[src/design/mfps_pkg.sv]
// Shared types and constants for the maximum falling path sum block.
`default_nettype none

package mfps_pkg;

   localparam int CELL_W  = 16;
   localparam int SUM_W   = 32;
   localparam int WIDTH_W = 7;

   typedef logic [WIDTH_W-1:0]      width_reg_type;
   typedef logic signed [CELL_W-1:0] cell_type;
   typedef logic signed [SUM_W-1:0]  sum_type;

   localparam width_reg_type WIDTH_RESET = width_reg_type'(64);
   localparam sum_type       SUM_MAX     = {1'b0, {(SUM_W-1){1'b1}}};
   localparam sum_type       SUM_MIN     = {1'b1, {(SUM_W-1){1'b0}}};

   // Per-cell control that travels from the column sequencer to the sum unit.
   typedef struct packed {
      cell_type cell_value;
      logic     last_cell;
      logic     first_row;
      logic     row_end;
      logic     col_zero;
   } cell_info_type;

endpackage

`default_nettype wire

[src/design/mfps_req_if.sv]
// Input channel carrying one matrix cell per word.
`default_nettype none

interface mfps_req_if;
   import mfps_pkg::*;

   logic     valid;
   logic     ready;
   cell_type cell_value;
   logic     last_cell;

   modport source (output valid, output cell_value, output last_cell, input ready);
   modport sink   (input valid, input cell_value, input last_cell, output ready);
endinterface

`default_nettype wire

[src/design/mfps_rsp_if.sv]
// Result channel carrying one path sum result per word.
`default_nettype none

interface mfps_rsp_if;
   import mfps_pkg::*;

   logic    valid;
   logic    ready;
   sum_type max_path_sum;
   logic    saturated;

   modport source (output valid, output max_path_sum, output saturated, input ready);
   modport sink   (input valid, input max_path_sum, input saturated, output ready);
endinterface

`default_nettype wire

[src/design/max_falling_path_sum.sv]
// Top level of the streaming maximum falling path sum block.
//
// Cells of a matrix arrive in row-major order on req_chan, one signed 16-bit
// value per word, with last_cell set on the final cell of the matrix. The row
// width comes from csr_wr_data, written while the block is idle; zero counts as
// one column and values above MAX_COLS count as MAX_COLS.
// Each cell adds the largest of the up to three path sums above it (left, center,
// right, within the row); first-row cells take their own value. Sums saturate at
// the signed 32-bit limits. After the last cell one word appears on rsp_chan with
// the maximum over the final row and a flag set if any sum of that matrix clamped.
// Throughput is one cell per cycle while no last cell waits on a full result
// register. Each cell but a row's last reads its right neighbor from the line
// buffer when accepted and writes its own sum when it leaves the cell stage; the
// value above is the previous cell's right read, and column zero has its own copy.
// A result is valid once its last cell has passed into the result register.
// When rsp_chan stalls, input cells keep flowing until another last cell reaches
// the sum stage, which then waits for the result register to empty.
// Reset clears the column, row and result state; the line buffer is not cleared,
// since every entry is written by the first row before any later row reads it.
`default_nettype none

module max_falling_path_sum #(
   parameter int MAX_COLS = 64
) (
   input  wire logic                    clock,
   input  wire logic                    reset,
   input  wire logic                    csr_wr_en,
   input  wire mfps_pkg::width_reg_type csr_wr_data,
   mfps_req_if.sink                     req_chan,
   mfps_rsp_if.source                   rsp_chan
);
   import mfps_pkg::*;

   localparam int COL_W = (MAX_COLS > 1) ? $clog2(MAX_COLS) : 1;

   width_reg_type    row_width_ff;
   logic             accept;
   logic             rd_en;
   logic [COL_W-1:0] rd_addr;
   sum_type          rd_data;
   logic             s1_valid;
   cell_info_type    s1_info;
   logic [COL_W-1:0] s1_col;
   logic             fwd_hit;
   sum_type          fwd_data;
   logic             s1_adv;
   logic             wr_en;
   sum_type          wr_data;

   always_ff @(posedge clock) begin
      if (reset) begin
         row_width_ff <= WIDTH_RESET;
      end else if (csr_wr_en) begin
         row_width_ff <= csr_wr_data;
      end
   end

   // A new cell enters whenever the cell stage is empty or moving on.
   assign req_chan.ready = !s1_valid || s1_adv;
   assign accept         = req_chan.valid && req_chan.ready;

   mfps_col_seq #(
      .MAX_COLS (MAX_COLS),
      .COL_W    (COL_W)
   ) u_col_seq (
      .clock      (clock),
      .reset      (reset),
      .accept     (accept),
      .cell_value (req_chan.cell_value),
      .last_cell  (req_chan.last_cell),
      .row_width  (row_width_ff),
      .s1_adv     (s1_adv),
      .wr_en      (wr_en),
      .wr_data    (wr_data),
      .rd_en      (rd_en),
      .rd_addr    (rd_addr),
      .s1_valid   (s1_valid),
      .s1_info    (s1_info),
      .s1_col     (s1_col),
      .fwd_hit    (fwd_hit),
      .fwd_data   (fwd_data)
   );

   // Line buffer holding the previous row's best sums, one entry per column.
   mfps_ram #(
      .WIDTH (SUM_W),
      .DEPTH (MAX_COLS)
   ) u_row_sums (
      .clock   (clock),
      .wr_en   (wr_en),
      .wr_addr (s1_col),
      .wr_data (wr_data),
      .rd_en   (rd_en),
      .rd_addr (rd_addr),
      .rd_data (rd_data)
   );

   mfps_sum_unit u_sum_unit (
      .clock    (clock),
      .reset    (reset),
      .s1_valid (s1_valid),
      .s1_info  (s1_info),
      .rd_data  (rd_data),
      .fwd_hit  (fwd_hit),
      .fwd_data (fwd_data),
      .s1_adv   (s1_adv),
      .wr_en    (wr_en),
      .wr_data  (wr_data),
      .rsp      (rsp_chan)
   );

endmodule

`default_nettype wire

[src/design/mfps_ram.sv]
// Generic single-port-write, single-port-read RAM with registered read data.
`default_nettype none

module mfps_ram #(
   parameter int WIDTH = 32,
   parameter int DEPTH = 64
) (
   input  wire logic                                  clock,
   input  wire logic                                  wr_en,
   input  wire logic [(DEPTH > 1 ? $clog2(DEPTH) : 1)-1:0] wr_addr,
   input  wire logic [WIDTH-1:0]                      wr_data,
   input  wire logic                                  rd_en,
   input  wire logic [(DEPTH > 1 ? $clog2(DEPTH) : 1)-1:0] rd_addr,
   output logic      [WIDTH-1:0]                      rd_data
);

   logic [WIDTH-1:0] mem [DEPTH];

   // A read of the address being written returns the old contents.
   always_ff @(posedge clock) begin
      if (wr_en) begin
         mem[wr_addr] <= wr_data;
      end
      if (rd_en) begin
         rd_data <= mem[rd_addr];
      end
   end

endmodule

`default_nettype wire

[src/design/mfps_col_seq.sv]
// Column sequencer: tracks the column and row, issues line-buffer reads, holds the cell stage.
`default_nettype none

module mfps_col_seq #(
   parameter int MAX_COLS = 64,
   parameter int COL_W    = 6
) (
   input  wire logic                    clock,
   input  wire logic                    reset,
   input  wire logic                    accept,
   input  wire mfps_pkg::cell_type      cell_value,
   input  wire logic                    last_cell,
   input  wire mfps_pkg::width_reg_type row_width,
   input  wire logic                    s1_adv,
   input  wire logic                    wr_en,
   input  wire mfps_pkg::sum_type       wr_data,
   output logic                         rd_en,
   output logic [COL_W-1:0]             rd_addr,
   output logic                         s1_valid,
   output mfps_pkg::cell_info_type      s1_info,
   output logic [COL_W-1:0]             s1_col,
   output logic                         fwd_hit,
   output mfps_pkg::sum_type            fwd_data
);
   import mfps_pkg::*;

   localparam int CNT_W = (COL_W + 1 > WIDTH_W) ? COL_W + 1 : WIDTH_W;
   localparam logic [CNT_W-1:0] MAX_CNT = CNT_W'(MAX_COLS);

   logic [COL_W-1:0] column_ff, column_in;
   logic             first_row_ff, first_row_in;
   logic             s1_valid_ff, s1_valid_in;
   logic [CNT_W-1:0] width_eff;
   logic [CNT_W-1:0] next_col;
   logic             row_end;

   always_comb begin
      width_eff = CNT_W'(row_width);
      if (width_eff == '0) begin
         width_eff = CNT_W'(1);
      end else if (width_eff > MAX_CNT) begin
         width_eff = MAX_CNT;
      end
      next_col = CNT_W'(column_ff) + CNT_W'(1);
      row_end  = (next_col >= width_eff);
   end

   // The right neighbour is fetched now; it becomes the next cell's value above.
   assign rd_en   = accept && !row_end;
   assign rd_addr = next_col[COL_W-1:0];

   always_comb begin
      column_in    = column_ff;
      first_row_in = first_row_ff;
      s1_valid_in  = s1_valid_ff;
      if (s1_adv) begin
         s1_valid_in = 1'b0;
      end
      if (accept) begin
         s1_valid_in = 1'b1;
         if (last_cell) begin
            column_in    = '0;
            first_row_in = 1'b1;
         end else if (row_end) begin
            column_in    = '0;
            first_row_in = 1'b0;
         end else begin
            column_in    = next_col[COL_W-1:0];
         end
      end
   end

   always_ff @(posedge clock) begin
      if (reset) begin
         column_ff    <= '0;
         first_row_ff <= 1'b1;
         s1_valid_ff  <= 1'b0;
      end else begin
         column_ff    <= column_in;
         first_row_ff <= first_row_in;
         s1_valid_ff  <= s1_valid_in;
      end
   end

   // Payload of the cell stage, plus capture of a write that lands on the address
   // being read in the same cycle.
   always_ff @(posedge clock) begin
      if (accept) begin
         s1_info.cell_value <= cell_value;
         s1_info.last_cell  <= last_cell;
         s1_info.first_row  <= first_row_ff;
         s1_info.row_end    <= row_end;
         s1_info.col_zero   <= (column_ff == '0);
         s1_col             <= column_ff;
      end
      if (rd_en) begin
         fwd_hit  <= wr_en && (s1_col == rd_addr);
         fwd_data <= wr_data;
      end
   end

   assign s1_valid = s1_valid_ff;

endmodule

`default_nettype wire

[src/design/mfps_sum_unit.sv]
// Sum unit: neighbour maximum, saturating add, running row maximum and result register.
`default_nettype none

module mfps_sum_unit (
   input  wire logic                    clock,
   input  wire logic                    reset,
   input  wire logic                    s1_valid,
   input  wire mfps_pkg::cell_info_type s1_info,
   input  wire mfps_pkg::sum_type       rd_data,
   input  wire logic                    fwd_hit,
   input  wire mfps_pkg::sum_type       fwd_data,
   output logic                         s1_adv,
   output logic                         wr_en,
   output mfps_pkg::sum_type            wr_data,
   mfps_rsp_if.source                   rsp
);
   import mfps_pkg::*;

   sum_type left_ff, above_hold_ff, col0_ff;
   sum_type row_max_ff, row_max_in;
   logic    ovf_ff, ovf_in;
   logic    rsp_valid_ff, rsp_valid_in;

   sum_type               above, right, best, sum, new_max;
   logic signed [SUM_W:0] total;
   logic                  clamp_hit, new_ovf;

   always_comb begin
      above = s1_info.col_zero ? col0_ff : above_hold_ff;
      right = fwd_hit ? fwd_data : rd_data;
      best  = above;
      if (!s1_info.col_zero && (left_ff > best)) begin
         best = left_ff;
      end
      if (!s1_info.row_end && (right > best)) begin
         best = right;
      end
      total = {{(SUM_W + 1 - CELL_W){s1_info.cell_value[CELL_W-1]}}, s1_info.cell_value}
            + {best[SUM_W-1], best};
      clamp_hit = 1'b0;
      if (s1_info.first_row) begin
         sum = SUM_W'(s1_info.cell_value);
      end else if (total[SUM_W] != total[SUM_W-1]) begin
         clamp_hit = 1'b1;
         sum = total[SUM_W] ? SUM_MIN : SUM_MAX;
      end else begin
         sum = total[SUM_W-1:0];
      end
      new_max = (s1_info.col_zero || (sum > row_max_ff)) ? sum : row_max_ff;
      new_ovf = ovf_ff || clamp_hit;
   end

   // Only a final cell can be held back, and only while the result register is full.
   assign s1_adv  = s1_valid && !(s1_info.last_cell && rsp_valid_ff && !rsp.ready);
   assign wr_en   = s1_adv;
   assign wr_data = sum;

   always_comb begin
      row_max_in   = row_max_ff;
      ovf_in       = ovf_ff;
      rsp_valid_in = rsp_valid_ff && !rsp.ready;
      if (s1_adv) begin
         if (s1_info.last_cell) begin
            row_max_in   = SUM_MIN;
            ovf_in       = 1'b0;
            rsp_valid_in = 1'b1;
         end else begin
            row_max_in = new_max;
            ovf_in     = new_ovf;
         end
      end
   end

   always_ff @(posedge clock) begin
      if (reset) begin
         row_max_ff   <= SUM_MIN;
         ovf_ff       <= 1'b0;
         rsp_valid_ff <= 1'b0;
      end else begin
         row_max_ff   <= row_max_in;
         ovf_ff       <= ovf_in;
         rsp_valid_ff <= rsp_valid_in;
      end
   end

   always_ff @(posedge clock) begin
      if (s1_adv) begin
         left_ff       <= above;
         above_hold_ff <= right;
         if (s1_info.col_zero) begin
            col0_ff <= sum;
         end
         if (s1_info.last_cell) begin
            rsp.max_path_sum <= new_max;
            rsp.saturated    <= new_ovf;
         end
      end
   end

   assign rsp.valid = rsp_valid_ff;

endmodule

`default_nettype wire

[src/flat_wrapper.sv]
// flat-port wrapper written by rule: the top's interface ports become plain ports
module max_falling_path_sum_flat import mfps_pkg::*;
#(
   parameter int MAX_COLS = 64
)
  (clock, reset, csr_wr_en, csr_wr_data, req_chan_valid, req_chan_cell_value, req_chan_last_cell, req_chan_ready, rsp_chan_valid, rsp_chan_max_path_sum, rsp_chan_saturated, rsp_chan_ready);
  mfps_req_if req_chan_i ();
  mfps_rsp_if rsp_chan_i ();
  input  wire logic clock;
  input  wire logic reset;
  input  wire logic csr_wr_en;
  input  wire mfps_pkg::width_reg_type csr_wr_data;
  input wire logic [$bits(req_chan_i.valid)-1:0] req_chan_valid;
  input wire logic [$bits(req_chan_i.cell_value)-1:0] req_chan_cell_value;
  input wire logic [$bits(req_chan_i.last_cell)-1:0] req_chan_last_cell;
  output wire logic [$bits(req_chan_i.ready)-1:0] req_chan_ready;
  output wire logic [$bits(rsp_chan_i.valid)-1:0] rsp_chan_valid;
  output wire logic [$bits(rsp_chan_i.max_path_sum)-1:0] rsp_chan_max_path_sum;
  output wire logic [$bits(rsp_chan_i.saturated)-1:0] rsp_chan_saturated;
  input wire logic [$bits(rsp_chan_i.ready)-1:0] rsp_chan_ready;
  assign req_chan_i.valid = req_chan_valid;
  assign req_chan_i.cell_value = req_chan_cell_value;
  assign req_chan_i.last_cell = req_chan_last_cell;
  assign req_chan_ready = req_chan_i.ready;
  assign rsp_chan_valid = rsp_chan_i.valid;
  assign rsp_chan_max_path_sum = rsp_chan_i.max_path_sum;
  assign rsp_chan_saturated = rsp_chan_i.saturated;
  assign rsp_chan_i.ready = rsp_chan_ready;
  max_falling_path_sum #(.MAX_COLS(MAX_COLS)) u_core (.clock(clock), .reset(reset), .csr_wr_en(csr_wr_en), .csr_wr_data(csr_wr_data), .req_chan(req_chan_i), .rsp_chan(rsp_chan_i));
endmodule
[config.mk]
export PLATFORM = sky130hd
export DESIGN_NAME = max_falling_path_sum_flat
export DESIGN_NICKNAME = d
export VERILOG_FILES = /design/src/design/mfps_pkg.sv /design/src/design/mfps_req_if.sv /design/src/design/mfps_rsp_if.sv /design/src/design/max_falling_path_sum.sv /design/src/design/mfps_ram.sv /design/src/design/mfps_col_seq.sv /design/src/design/mfps_sum_unit.sv /design/src/flat_wrapper.sv
export SDC_FILE = /design/constraint.sdc
export NUM_CORES = 2
export LEC_CHECK = 0
export ABC_CLOCK_PERIOD_IN_PS = 19300
export CORE_MARGIN = 2
export CORE_UTILIZATION = 42
export DETAILED_ROUTE_END_ITERATION = 16
export DONT_BUFFER_PORTS = 1
export PLACE_DENSITY = 0.54
export SLEW_MARGIN = 20
export SYNTH_ARGS = -nofsm -noshare
export SYNTH_HDL_FRONTEND = slang
export SYNTH_HIERARCHICAL = 1
export SYNTH_SLANG_ARGS = --single-unit
[constraint.sdc]
create_clock -name clock -period 19.3 [get_ports clock]
set_input_delay 0.965 -clock clock [delete_from_list [all_inputs] [get_ports clock]]
set_output_delay 0.965 -clock clock [all_outputs]
set_load 0.1 [all_outputs]
# After elaboration in Yosys (flattened, before gate mapping)
# Memories as Yosys holds them, arrays and structs flattened. A register that Yosys moved wholly into a read port is not among the register bits.
# Cells that the tools add are included.
# totals
latchBits	0
out_inout_bits	35
reg_bits	237
n_memories	1
rom_bits	0
mem_bits_rw	2048
# mem_list
name	depth	word_bits	read_ports	rd_ports_with_merged_regs	wr	line_no	text
u_core.u_row_sums.mem	64	32	1	1	1	mfps_ram.sv:17	logic [WIDTH-1:0] mem [DEPTH];
# op_classes
n_reduce_logical	25
shift	0
addsub	2
div	0
eq_ne	2
bitwise_logic	0
n_lt_le_gt_ge	5
muxes	24
n_mul	0
# ops
operator	n
two-way mux 32 bit	9
greater-than comparator 32 bit	3
adder 16 x 32 -> 33 bit	1
two-way mux 7 bit	2
two-way mux 6 bit	2
two-way mux 1 bit	11
logical AND 1 bit	9
adder 6 x 1 -> 7 bit, second input constant	1
greater-or-equal comparator 7 bit	1
greater-than comparator 7 bit, second input constant	1
logical NOT 7 bit	1
== test 6 bit	1
logical NOT 1 bit	6
logical NOT 6 bit	1
AND reduction 2 bit	3
nonzero test 2 bit	2
logical OR 1 bit	3
inequality test 1 bit	1

# Depth between registers and ports, before layout
# logic_depth
word_depth	15
mapped_depth	49

# Hierarchy
# Netlist, hierarchy kept.
# by_module_without_submodules
module	instances	cells_per_inst	area_per_inst_um2	seq_area_each_um2
mfps_ram	1	3324	78835.6	62459.9
mfps_sum_unit	1	1211	11980.2	4554.4
mfps_col_seq	1	147	2488.6	1931.9
max_falling_path_sum	1	24	264.0	140.1

# Worst setup path before layout
# OpenSTA, ideal clock, no wires.
# synth_path
path_kind	register to register
start	register u_core/u_col_seq/s1_info[0] (netlist name)
end	register u_core.u_sum_unit.row_max_ff[2]
arrival_ns	12.550
setup_time_ns	0.114
path_stages_with_launch	46
n_path_buf	5
t_required_ns	19.186
setup_slack_ns	6.636
cell_sequence	edfxtp_1 > clkbuf_1 > buf_1 > mux2_2 > inv_1 > ha_1 > nand4_1 > or2_2 > nor2_1 > a211oi_1 > o211ai_1 > nor4b_2 > buf_2 > mux2i_1 > ha_1 > a21o_1 > a21oi_1 > o21ai_1 > [... 10 more ...] > a21oi_1 > o2111ai_1 > a21o_1 > a31oi_2 > o2111ai_2 > nand2_2 > buf_2 > o21ai_0 > a21boi_0 > ha_1 > nand4_1 > or4_1 > nor2_1 > a21oi_1 > a2bb2oi_1 > nand2_1 > clkbuf_1 > a2111oi_0
# synth_via
elab_chain_cells	15
word_cells_on_any_way	17
cone_classes	add/sub: 1; order compare: 3; eq/ne: 1; mux: 8; reduce/logical: 4
# synth_lines
item	line_no	text
two-way mux 32 bit *	mfps_sum_unit.sv:29	above = s1_info.col_zero ? col0_ff : above_hold_ff;
named net u_core.u_sum_unit.above[15]	mfps_sum_unit.sv:24	sum_type above, right, best, sum, new_max;
greater-than comparator 32 bit	mfps_sum_unit.sv:32	if (!s1_info.col_zero && (left_ff > best)) begin
logical AND 1 bit	mfps_sum_unit.sv:32	
two-way mux 32 bit *	mfps_sum_unit.sv:32	
greater-than comparator 32 bit	mfps_sum_unit.sv:35	if (!s1_info.row_end && (right > best)) begin
logical AND 1 bit	mfps_sum_unit.sv:35	
two-way mux 32 bit *	mfps_sum_unit.sv:35	
adder 16 x 32 -> 33 bit *	mfps_sum_unit.sv:39	+ {best[SUM_W-1], best};
two-way mux 32 bit / inequality test 1 bit (equally long branches)	mfps_sum_unit.sv:45, mfps_sum_unit.sv:43	
two-way mux 32 bit *	mfps_sum_unit.sv:43	end else if (total[SUM_W] != total[SUM_W-1]) begin
two-way mux 32 bit *	mfps_sum_unit.sv:41	if (s1_info.first_row) begin
named net u_core.wr_data[7]	max_falling_path_sum.sv:48	sum_type wr_data;
greater-than comparator 32 bit *	mfps_sum_unit.sv:49	new_max = (s1_info.col_zero || (sum > row_max_ff)) ? sum : row_max_ff;
logical OR 1 bit *	mfps_sum_unit.sv:49	
two-way mux 32 bit *	mfps_sum_unit.sv:49	
two-way mux 32 bit *	mfps_sum_unit.sv:63	if (s1_info.last_cell) begin
to (signal assigned)	mfps_sum_unit.sv:80	row_max_ff <= row_max_in;
to (decl)	mfps_sum_unit.sv:20	sum_type row_max_ff, row_max_in;
# Mark *: on every way through the listed nets, which the timed path passes. The rest lies on a longest branch.
# A chain may end at the register's enable or synchronous reset.

# Final worst setup path
# layout_path
start	register u_core/u_col_seq/s1_info[0] (netlist name)
end	register u_core.u_sum_unit.row_max_ff[17]
# layout_via
elab_chain_cells	15
word_cells_on_any_way	17
cone_classes	add/sub: 1; order compare: 3; eq/ne: 1; mux: 8; reduce/logical: 4
# layout_lines
item	line_no
two-way mux 32 bit *	mfps_sum_unit.sv:29
named net u_core.u_sum_unit.above[11]	mfps_sum_unit.sv:24
greater-than comparator 32 bit	mfps_sum_unit.sv:32
logical AND 1 bit	mfps_sum_unit.sv:32
two-way mux 32 bit *	mfps_sum_unit.sv:32
greater-than comparator 32 bit	mfps_sum_unit.sv:35
logical AND 1 bit	mfps_sum_unit.sv:35
two-way mux 32 bit *	mfps_sum_unit.sv:35
adder 16 x 32 -> 33 bit *	mfps_sum_unit.sv:39
two-way mux 32 bit / inequality test 1 bit (equally long branches)	mfps_sum_unit.sv:45, mfps_sum_unit.sv:43
two-way mux 32 bit *	mfps_sum_unit.sv:43
two-way mux 32 bit *	mfps_sum_unit.sv:41
named net u_core.wr_data[9]	max_falling_path_sum.sv:48
greater-than comparator 32 bit *	mfps_sum_unit.sv:49
logical OR 1 bit *	mfps_sum_unit.sv:49
two-way mux 32 bit *	mfps_sum_unit.sv:49
two-way mux 32 bit *	mfps_sum_unit.sv:63
# Marks and branches as above.

==> run metrics <==
count of input and output buffers=0; buffer levels on the longest clock path=3; via count of the first global-routing pass=47600; hold-critical path endpoint=u_core/row_width_ff[4]; Distinct cells, synth=96; number of endpoints with negative hold slack in the final report=0; pins over their slew limit=0; min Tclk post-route=13.70 ns; Cells on Worst Hold Path=1; average detailed-routed wire length per instance=32.2 um; Die Footprint=227000 um^2; gp weighted congestion=0.869; synthesized area divided by synthesized cell count=19.9 um^2; largest cells by area after synthesis=edfxtp_1, mux4_2, mux2i_1; number of placement rows=173; max incr delay on CP=0.63 ns; global router's overall resource usage=0.229; synthesized instance count=4706; final core utilization=0.476; slew of the pin with the lowest slew margin=1.16 ns; total of flip-flops plus latches after synthesis=2317; Top FF cell, synth=edfxtp_1; layout cell share with drive strength beyond 1=0.241; required time at the worst-slack endpoint=20.11 ns; yosys synthesis warning count=6; TritonCTS clock tree=done; number of sinks on the clock net=2317; number of cells on the worst reg-to-reg path=45; hold slack final=0.145 ns; post-synthesis async set-or-reset flop share=0; launch point of the worst reg-to-reg path=u_core/u_col_seq/s1_info[0]; buffers inserted during post-CTS setup optimization=0; result of the run=finished clean; number of enable-type register cells in the synthesized netlist=2268; cell family with most CP delay=compound AO/OA/AOI/OAI gates; maximum net fanout on the critical path=67; cell at the slowest stage of the critical path=nor2_1; initial detailed-routing violation count=5431; leakage power of the design=33.8 nW; final period utilization=0.710; total DRC errors in the routed layout=0; cell with the most instances on the worst path=buf_4; die extent in x=476 um; critical path buffer and inverter count=7; hold path startpoint=reset; vias after detailed routing=47900; starting density of the core=0.422; post-synth top area cell=edfxtp_1; Yosys top cell area share=0.728; number of levels the H-tree was split into=4; remaining antenna violation count after routing=0; Resize count post-CTS=0; Core Area=222000 um^2; Data arrival, critical path=14.51 ns; Final Net Count=5020; first-pass GRT wire length=364000 um; CTS Root Cell=clkbuf_16; maximum clock rate=0.0730 GHz; source-to-sink clock delay at the later pin of the worst-skew pair=0.89 ns; unrepaired setup endpoints after global routing=false; area growth from synthesis to layout=12.9%; pin count of the biggest net entering global routing=106; total overflow reported by the global router=0; worst flop-to-flop path endpoint=u_core/u_sum_unit/row_max_ff[17]; combined area of all synthesized cells=93600 um^2; endpoint type of the worst setup path=flip-flop; HPWL after DPL=139000 um; setup violators final=0; Die Height=476 um; number of antenna violations at the first check in global routing=14; cts bufs inserted=235; highest ir drop seen on vdd=0.0793 mV; Max Cap Viol=0; total length of routed wires=259000 um; WP depth=45; setup skew after layout=0.0476 ns; nets in the synthesized netlist=4873; proportion of synthesized chip area in sequential cells=0.738; type of the worst setup path=flip-flop to flip-flop; IO Count=64; number of buffers added to fix hold violations after cts=0; Worst Hold Class=primary input to flip-flop; PwrDens=108 nW/um^2; Worst slew margin=0.225; final setup TNS=0 ns; detailed-routing iteration count for the pre-antenna-repair pass=5; number of fill cells=18200; Reg2Reg Setup Slack=5.60 ns; clock transition at the register clock pins on the worst setup and hold paths after CTS=0.06 ns; startpoint type of the worst setup path=flip-flop; vias per cell=5.96
power by group:
| group | total, mW | internal [mW] | switching (mW) |
|---|---|---|---|
| registers | 5.77 | 5.71 | 0.0610 |
| clock network | 4.49 | 2.55 | 1.94 |
| logic | 1.13 | 0.368 | 0.760 |
| total | 11.4 | 8.63 | 2.77 |
cell usage after synthesis, drive strengths merged (6+ instances only):
cell,count
edfxtp,2268
mux4,544
nor2,214
mux2i,194
a21oi,151
buf,138
ha,137
inv,122
nand2,115
clkbuf,103
o22ai,89
o21ai,72
dfxtp,49
nor3,40
mux2,36
nor2b,34
nand4,30
o221ai,28
a21o,27
nand3,27
nand2b,22
xnor2,22
a31oi,21
nor4,18
a22oi,15
and2,14
xor2,14
a211oi,13
a2111oi,12
o211ai,12
o21a,11
o2bb2ai,11
a311oi,9
and3,9
a211o,8
o32ai,8
nand3b,7
and4,6
or3,6
through the flow:
step | area [um^2] | setup WS [ns] | instances | power [mW]
2_1_floorplan | 93600 | 6.64 | 4706 | 6.61
3_3_place_gp | 98000 | 5.82 | 7591 | 7.00
3_5_place_dp | 98000 | 5.62 | 7591 | 7.01
4_1_cts | 106000 | 5.62 | 8030 | 11.5
5_1_grt | 106000 | 4.84 | 8031 | 11.8
6_report | 106000 | 5.60 | 8043 | 11.4
final cells by class:
class | instances | area, um^2 | share of cell area
diodes | 13 | 32.5 | 0.000308
clock buffers | 281 | 6060 | 0.0574
clock inverters | 158 | 1530 | 0.0145
inverters | 122 | 470 | 0.00446
multi-input cells | 2026 | 23500 | 0.223
flip-flops and latches | 2317 | 69100 | 0.654
well taps | 2975 | 3720 | 0.0352
repair buffers | 151 | 1170 | 0.0111
cell usage in the layout (no fill, tap or decap), types with 26 or more instances in the layout:
| master | n |
|---|---|
| o21ai_0 | 67 |
| o22ai_1 | 89 |
| a21o_1 | 27 |
| inv_1 | 115 |
| buf_4 | 148 |
| nand4_1 | 30 |
| ha_1 | 136 |
| nor3_1 | 36 |
| nor2_4 | 64 |
| mux2_2 | 36 |
| nand3_1 | 26 |
| clkinv_1 | 60 |
| dfxtp_1 | 49 |
| nor2b_1 | 32 |
| clkbuf_1 | 45 |
| edfxtp_1 | 2268 |
| clkinv_2 | 50 |
| mux2i_1 | 194 |
| nand2_2 | 26 |
| mux4_2 | 544 |
| o221ai_1 | 27 |
| nand2_1 | 89 |
| clkbuf_16 | 235 |
| a21oi_1 | 151 |
| nor2_1 | 149 |
registers in the layout (all words and copies together) (netlist names), 6 cells and up:
| name | cells |
|---|---|
| u_core/row_width_ff | 7 |
| u_core/u_sum_unit/col0_ff | 32 |
| u_core/u_sum_unit/row_max_ff | 32 |
| u_core/u_col_seq/fwd_data | 32 |
| u_core/u_col_seq/column_ff | 6 |
| u_core/u_sum_unit/above_hold_ff | 32 |
| u_core/u_col_seq/s1_col | 6 |
| u_core/u_row_sums/mem | 2048 |
| u_core/u_row_sums/rd_data | 32 |
| u_core/u_sum_unit/left_ff | 32 |
| u_core/u_col_seq/s1_info | 20 |
| u_core/u_sum_unit/rsp.max_path_sum | 32 |
cell families after synthesis:
logic type	after synthesis	share of synthesized area
flip-flops	2317	0.738
AO/OA/AOI/OAI	516	0.0373
adder cells (fa/ha/maj)	138	0.0185
XOR/XNOR	36	0.00345
multiplexers	774	0.156
AND/OR/NAND/NOR	562	0.0289
buffers and inverters	363	0.0174
worst max-delay path by stage:
stage                                startpoint                               end  slack, ns
CTS                 u_core/u_col_seq/s1_info[0]  u_core/u_sum_unit/row_max_ff[17]       5.62
finish              u_core/u_col_seq/s1_info[0]  u_core/u_sum_unit/row_max_ff[17]       5.60
floorplan           u_core/u_col_seq/s1_info[0]   u_core/u_sum_unit/row_max_ff[2]       6.64
detailed placement  u_core/u_col_seq/s1_info[0]  u_core/u_sum_unit/row_max_ff[17]       5.62
global placement    u_core/u_col_seq/s1_info[0]  u_core/u_sum_unit/row_max_ff[27]       5.82
global route        u_core/u_col_seq/s1_info[0]  u_core/u_sum_unit/row_max_ff[16]       4.84
routing by layer:
metal  routed length [um]  GRT usage
met1               114000      0.337
met2               120000      0.353
met3                16500     0.0303
met4                 9010     0.0797
met5                    0          0
(Power assumes the default switching activity.)
